File: src/twf_pkg.sv
package twf_pkg;

    localparam int DATA_W         = 16;
    localparam int HALF_W         = 17;
    localparam int ADDR_W         = 18;
    localparam int POS_W          = 19;
    localparam int RECIP_W        = 32;
    localparam int RCNT_W         = $clog2(RECIP_W);
    localparam int OUTS_PER_INPUT = 6;
    localparam int RUN_W          = $clog2(OUTS_PER_INPUT);
    localparam int RING_DEPTH     = 1 << ADDR_W;

    localparam logic [HALF_W-1:0] HALF_RESET = HALF_W'(256);
    localparam logic [HALF_W-1:0] HALF_MIN   = HALF_W'(2);
    localparam logic [HALF_W-1:0] HALF_MAX   = HALF_W'(65536);

    // Commands from the sequencer to the datapath
    typedef struct packed {
        logic                recip_init;
        logic                recip_step;
        logic                wr_en;
        logic [ADDR_W-1:0]   wr_addr;
        logic                issue;
        logic [ADDR_W-1:0]   rd_addr;
        logic [HALF_W-1:0]   k;
        logic                zero;
        logic                last;
    } dp_cmd_t;

    typedef struct packed {
        logic busy;
    } dp_stat_t;

    function automatic logic [HALF_W-1:0] clamp_half(input logic [HALF_W-1:0] v);
        logic [HALF_W-1:0] r;
        r = v;
        if (v < HALF_MIN)
        begin
            r = HALF_MIN;
        end
        else if (v > HALF_MAX)
        begin
            r = HALF_MAX;
        end
        return r;
    endfunction

endpackage

File: src/twf_ctrl.sv
module twf_ctrl (
    input  logic                           clk,
    input  logic                           rst_n,
    input  logic                           restart,
    input  logic [twf_pkg::HALF_W-1:0]     half,
    input  logic                           in_valid,
    output logic                           in_ready,
    output twf_pkg::dp_cmd_t               cmd,
    input  twf_pkg::dp_stat_t              stat
);
    import twf_pkg::*;

    localparam logic [2:0] S_INIT  = 3'd0;
    localparam logic [2:0] S_RECIP = 3'd1;
    localparam logic [2:0] S_IDLE  = 3'd2;
    localparam logic [2:0] S_ISSUE = 3'd3;
    localparam logic [2:0] S_WAIT  = 3'd4;

    logic [2:0]        state_reg,  state_next;
    logic [RCNT_W-1:0] rcnt_reg,   rcnt_next;
    logic [ADDR_W-1:0] wp_reg,     wp_next;
    logic [HALF_W-1:0] hop_reg,    hop_next;
    logic [POS_W-1:0]  emit_reg,   emit_next;
    logic [ADDR_W-1:0] fbase_reg,  fbase_next;
    logic              ready_reg,  ready_next;
    logic              primed_reg, primed_next;
    logic [POS_W-1:0]  pos_reg,    pos_next;
    logic [ADDR_W-1:0] rbase_reg,  rbase_next;
    logic [RUN_W-1:0]  j_reg,      j_next;

    logic              accept;
    logic [POS_W-1:0]  h_ext, h2_ext, six_h, emit_plus;
    logic [HALF_W-1:0] hop_plus;
    logic [ADDR_W-1:0] wp_plus;

    assign h_ext     = POS_W'(half);
    assign h2_ext    = h_ext << 1;
    assign six_h     = (h_ext << 2) + (h_ext << 1);
    assign emit_plus = emit_reg + POS_W'(OUTS_PER_INPUT);
    assign hop_plus  = hop_reg + HALF_W'(1);
    assign wp_plus   = wp_reg + ADDR_W'(1);

    assign in_ready = (state_reg == S_IDLE);
    assign accept   = in_valid && in_ready;

    always_comb
    begin
        cmd            = '0;
        cmd.recip_init = (state_reg == S_INIT);
        cmd.recip_step = (state_reg == S_RECIP);
        cmd.wr_en      = accept;
        cmd.wr_addr    = wp_reg;
        cmd.issue      = (state_reg == S_ISSUE);
        cmd.rd_addr    = rbase_reg + pos_reg[ADDR_W-1:0];
        cmd.zero       = (pos_reg >= h2_ext);
        cmd.k          = (pos_reg < h_ext) ? HALF_W'(pos_reg + POS_W'(1))
                                           : HALF_W'(h2_ext - POS_W'(1) - pos_reg);
        cmd.last       = (j_reg == RUN_W'(OUTS_PER_INPUT - 1));
    end

    always_comb
    begin
        state_next  = state_reg;
        rcnt_next   = rcnt_reg;
        wp_next     = wp_reg;
        hop_next    = hop_reg;
        emit_next   = emit_reg;
        fbase_next  = fbase_reg;
        ready_next  = ready_reg;
        primed_next = primed_reg;
        pos_next    = pos_reg;
        rbase_next  = rbase_reg;
        j_next      = j_reg;

        case (state_reg)
            S_INIT:
            begin
                rcnt_next  = '0;
                state_next = S_RECIP;
            end
            S_RECIP:
            begin
                rcnt_next = rcnt_reg + RCNT_W'(1);
                if (rcnt_reg == RCNT_W'(RECIP_W - 1))
                begin
                    state_next = S_IDLE;
                end
            end
            S_IDLE:
            begin
                if (accept)
                begin
                    if (ready_reg)
                    begin
                        pos_next   = emit_reg;
                        rbase_next = fbase_reg;
                        j_next     = '0;
                        state_next = S_ISSUE;
                        if (emit_plus >= six_h)
                        begin
                            emit_next  = '0;
                            ready_next = 1'b0;
                        end
                        else
                        begin
                            emit_next = emit_plus;
                        end
                    end
                    wp_next  = wp_plus;
                    hop_next = hop_plus;
                    if (hop_plus >= half)
                    begin
                        hop_next = '0;
                        if (primed_reg)
                        begin
                            fbase_next = wp_plus - ADDR_W'(h2_ext);
                            emit_next  = '0;
                            ready_next = 1'b1;
                        end
                        else
                        begin
                            primed_next = 1'b1;
                        end
                    end
                end
            end
            S_ISSUE:
            begin
                state_next = S_WAIT;
            end
            S_WAIT:
            begin
                if (!stat.busy)
                begin
                    if (j_reg == RUN_W'(OUTS_PER_INPUT - 1))
                    begin
                        state_next = S_IDLE;
                    end
                    else
                    begin
                        j_next     = j_reg + RUN_W'(1);
                        pos_next   = pos_reg + POS_W'(1);
                        state_next = S_ISSUE;
                    end
                end
            end
            default:
            begin
                state_next = S_INIT;
            end
        endcase

        if (restart)
        begin
            state_next  = S_INIT;
            wp_next     = '0;
            hop_next    = '0;
            emit_next   = '0;
            fbase_next  = '0;
            ready_next  = 1'b0;
            primed_next = 1'b0;
        end
    end

    always_ff @(posedge clk or negedge rst_n)
    begin
        if (!rst_n)
        begin
            state_reg  <= S_INIT;
            rcnt_reg   <= '0;
            wp_reg     <= '0;
            hop_reg    <= '0;
            emit_reg   <= '0;
            fbase_reg  <= '0;
            ready_reg  <= 1'b0;
            primed_reg <= 1'b0;
            pos_reg    <= '0;
            rbase_reg  <= '0;
            j_reg      <= '0;
        end
        else
        begin
            state_reg  <= state_next;
            rcnt_reg   <= rcnt_next;
            wp_reg     <= wp_next;
            hop_reg    <= hop_next;
            emit_reg   <= emit_next;
            fbase_reg  <= fbase_next;
            ready_reg  <= ready_next;
            primed_reg <= primed_next;
            pos_reg    <= pos_next;
            rbase_reg  <= rbase_next;
            j_reg      <= j_next;
        end
    end

    a_issue_idle_dp: assert property (@(posedge clk) disable iff (!rst_n)
        cmd.issue |-> !stat.busy)
        else $error("issue while datapath busy");

    a_ready_needs_primed: assert property (@(posedge clk) disable iff (!rst_n)
        ready_reg |-> primed_reg)
        else $error("window pending before first hop");

    a_hop_in_range: assert property (@(posedge clk) disable iff (!rst_n)
        hop_reg < half)
        else $error("hop count out of range");

    a_emit_in_range: assert property (@(posedge clk) disable iff (!rst_n)
        emit_reg < six_h)
        else $error("emit position out of range");

endmodule

File: config.mk
export PLATFORM = sky130hd
export DESIGN_NAME = twf_ctrl
export DESIGN_NICKNAME = d
export VERILOG_FILES = /design/src/twf_pkg.sv /design/src/twf_ctrl.sv
export SDC_FILE = /design/constraint.sdc
export NUM_CORES = 1
export LEC_CHECK = 0
export BUFFER_PORTS_ARGS = -buffer_cell sky130_fd_sc_hd__buf_4
export CAP_MARGIN = 30
export CORE_MARGIN = 3
export CORE_UTILIZATION = 53
export CTS_CLUSTER_SIZE = 40
export DETAILED_ROUTE_END_ITERATION = 10
export GPL_TIMING_DRIVEN = 1
export PLACE_DENSITY_LB_ADDON = 0.15
export SYNTH_ARGS = -nofsm -noshare
export SYNTH_HDL_FRONTEND = slang
export SYNTH_SLANG_ARGS = --single-unit
File: constraint.sdc
create_clock -name clk -period 3.85 [get_ports clk]
set_input_delay 0.1925 -clock clk [delete_from_list [all_inputs] [get_ports clk]]
set_output_delay 0.1925 -clock clk [all_outputs]
set_load 0.05 [all_outputs]
==> flow_metrics.tcl <==
set metrics [dict create \
    placed_area_um2 12400 \
    grt_pass1_wl_um 50300 \
    antenna_found_initial 0 \
    layout-drive-gt1-share 0.177 \
    min-delay-start "stat" \
    cts_buffer_depth 2 \
    most-common-layout-cells "buf_4, ha_1, dfrtp_1, a21oi_1, nor2_1" \
    drv_cap 0 \
    cts_tree "done" \
    antenna_left 0 \
    clock_latency_ps 420 \
    path_common_cell "buf_4" \
    synth_area_um2 11100 \
    cp_slowest_stage_delay_ps 490 \
    grt.total_usage 0.284 \
    min_to "state_reg[2]$_DFFE_PN0P_" \
    crit_required_ps 3660 \
    portBuffers 81 \
    drt_iter0_markers 579 \
    core_um2 20400 \
    cp_cell_sequence "ha_1, inv_1, fa_1, nor2b_1, o31ai_1, buf_4, a211o_1, a31oi_1, nand4_1, nand4b_1, a21oi_1, xnor2_1, buf_4" \
    rr_startpoint "hop_reg[0]$_DFFE_PN0P_" \
    syn_inst 1292 \
    ir_drop_v 0.000237 \
    setup_ws_ps 193 \
    path_clk_slew_ps 60 \
    hold_depth 3 \
    p_leak_nw 6.52 \
    cp-end-kind "output port" \
    multi_input_area_um2 7650 \
    maxSlewHeadroom 0.353 \
    outcome "finished, final reports clean" \
    setup.worst_path.start_class "register" \
    regArea_um2 3050 \
    hpwl_um 24000 \
    worstMarginPinSlew_ps 966 \
    cts_inserted_buffers 17 \
    final.min_clock_period_ps 3660 \
    worst-setup-path-type "register to output port" \
    syn_nets 1458 \
    viasPerCell 5.91 \
    async_flop_share 1.00 \
    grt_util_met3 0.0470 \
    path_max_fanout 7 \
    fillerInstances 1782 \
    setup_tns_ps 0 \
    hold_path_class "input pin to register" \
    crit_arrival_ps 3460 \
    use_met1 0.391 \
    vias 10100 \
    stdcell_area_um2 13100 \
    seq_area_frac_synth 0.276 \
    finalNetCount 1591 \
    synth_seq_cells 122 \
    cts_root_buf "clkbuf_16" \
    fp-row-count 52 \
    synth.area.top_cells "dfrtp_1, ha_1, xnor2_1" \
    crit_buf_inv 3 \
    synth_ff_type "dfrtp_1" \
    ios 82 \
    avgSynthCellArea_um2 8.57 \
    grt_busiest_layer "met2" \
    layout_commonest_cell "buf_4" \
    startpoint "pos_reg[0]$_DFFE_PN0P_" \
    htree_levels 4 \
    fin_crit_sh 0.950 \
    cts_sinks 122 \
    area_delta_synth_final_pct 18.4 \
    fin_util 0.644 \
    yosysWarnings 0 \
    wl_um 31600 \
    antennaDiodeCount 0 \
    drt_first_pass_iters 5 \
    dieHeight_um 151 \
    die-area_um2 22700 \
    max_freq_mhz 273 \
    rrSetupSlack_ps 230 \
    synth_top_area_cell "dfrtp_1" \
    initial_core_util 0.544 \
    grt_pass1_vias 9452 \
    crit_slowest_cell "dfrtp_1" \
    wl_per_cell_um 18.5 \
    setup_viol 0 \
    gp_congestion 0.954 \
    synth_edf_count 0 \
    dieWidth_um 151 \
    final-hold-violation-count 0 \
    powerDensity_nw_per_um2 261 \
    use_met2 0.458 \
    pre_cts_slack_ps -31.5 \
    reg2reg_depth 16 \
    drcViolationCount 0 \
    maxSlewViolCount 0 \
    fin_skew_ps 10.6 \
    grt_max_degree 69 \
    grt_overflow 0 \
    worstReg2RegEnd "emit_reg[10]$_DFFE_PN0P_" \
    cp_top_family "compound AO/OA/AOI/OAI gates" \
    yosys.area.top_type_share 0.276 \
    ys_types 78 \
]
## worst reg2reg max path, delay by kind of cell, from the launching register on
family,cells,cell delay (ps)
buffers and inverters,2,310
flip-flops,1,390
AND/OR/NAND/NOR,8,1580
AO/OA/AOI/OAI,3,570
XOR/XNOR,1,170
adder cells (fa/ha/maj),2,490
## logic make-up after synthesis
kind of cell / share of synthesized area
AOI/OAI and AO/OA: 0.195
xor gates and xnor gates: 0.0973
adders and majority gates: 0.165
buffers and inverters: 0.0389
DFF: 0.276
muxes: 0.0401
and+or+nand+nor: 0.188
## area by class of cell
cell class / count / share of cell area
Multi-Input combinational cell: 1067 / 0.583
Sequential cell: 122 / 0.233
Timing Repair Buffer: 158 / 0.0950
Clock buffer: 18 / 0.0335
Tap cell: 270 / 0.0258
Inverter: 59 / 0.0169
Clock inverter: 14 / 0.0128
## per-layer routing
metal  vias to the layer above  wire [µm]  part of all wire
li1                       4909          -                 -
met1                      4836      14000              0.44
met2                       289      14800              0.47
met3                        53       1890             0.060
met4                         0        952             0.030
met5                         -          0                 0
## cells in the mapped netlist (all sizes together), types with 10 or more instances
cell / number
a21o: 37
a21oi: 110
a31oi: 10
and3: 25
buf: 12
clkbuf: 32
dfrtp: 122
ha: 140
inv: 59
mux2: 21
mux2i: 20
nand2: 94
nand2b: 20
nand3: 54
nand4: 17
nor2: 110
nor2b: 16
nor3: 34
o21a: 21
o21ai: 79
o22ai: 12
o31ai: 10
or2: 10
or3: 16
xnor2: 68
xor2: 55
## metrics by stage
step / total power [W] / hold WS (ps) / std cells
6_report: 0.00343 / 44.3 / 1708
4_1_cts: 0.00345 / 30.6 / 1704
3_5_place_dp: 0.00177 / 313 / 1671
2_1_floorplan: 0.00159 / -103 / 1292
5_1_grt: 0.00357 / 41.8 / 1708
3_3_place_gp: 0.00176 / 310 / 1671
## timing repair
item	CTS	global route
setup buffers	0	4
endpoints found under the setup margin	0	38
hold buffers	1	0
hold endpoints to repair	54	0
resized for setup	0	16
## where the power goes
| part | internal, W | leakage [nW] | switching (W) |
|---|---|---|---|
| clock | 0.00104 | 0.293 | 0.000640 |
| sequential | 0.00129 | 1.64 | 0.00000455 |
| combinational | 0.000193 | 4.58 | 0.000267 |
| total | 0.00252 | 6.52 | 0.000912 |
## how the worst max path moves through the flow
stage | to | slack (ps) | depth (start not counted)
CTS | emit_reg[10]$_DFFE_PN0P_ | 90 | 14
detailed placement | emit_reg[6]$_DFFE_PN0P_ | -30 | 19
global route | emit_reg[6]$_DFFE_PN0P_ | -3 | 16
finish | cmd[35] | 190 | 13
global placement | emit_reg[6]$_DFFE_PN0P_ | -80 | 19
floorplan | fbase_reg[17]$_DFFE_PN0P_ | 180 | 14
Power figures use the tool's default switching activity.
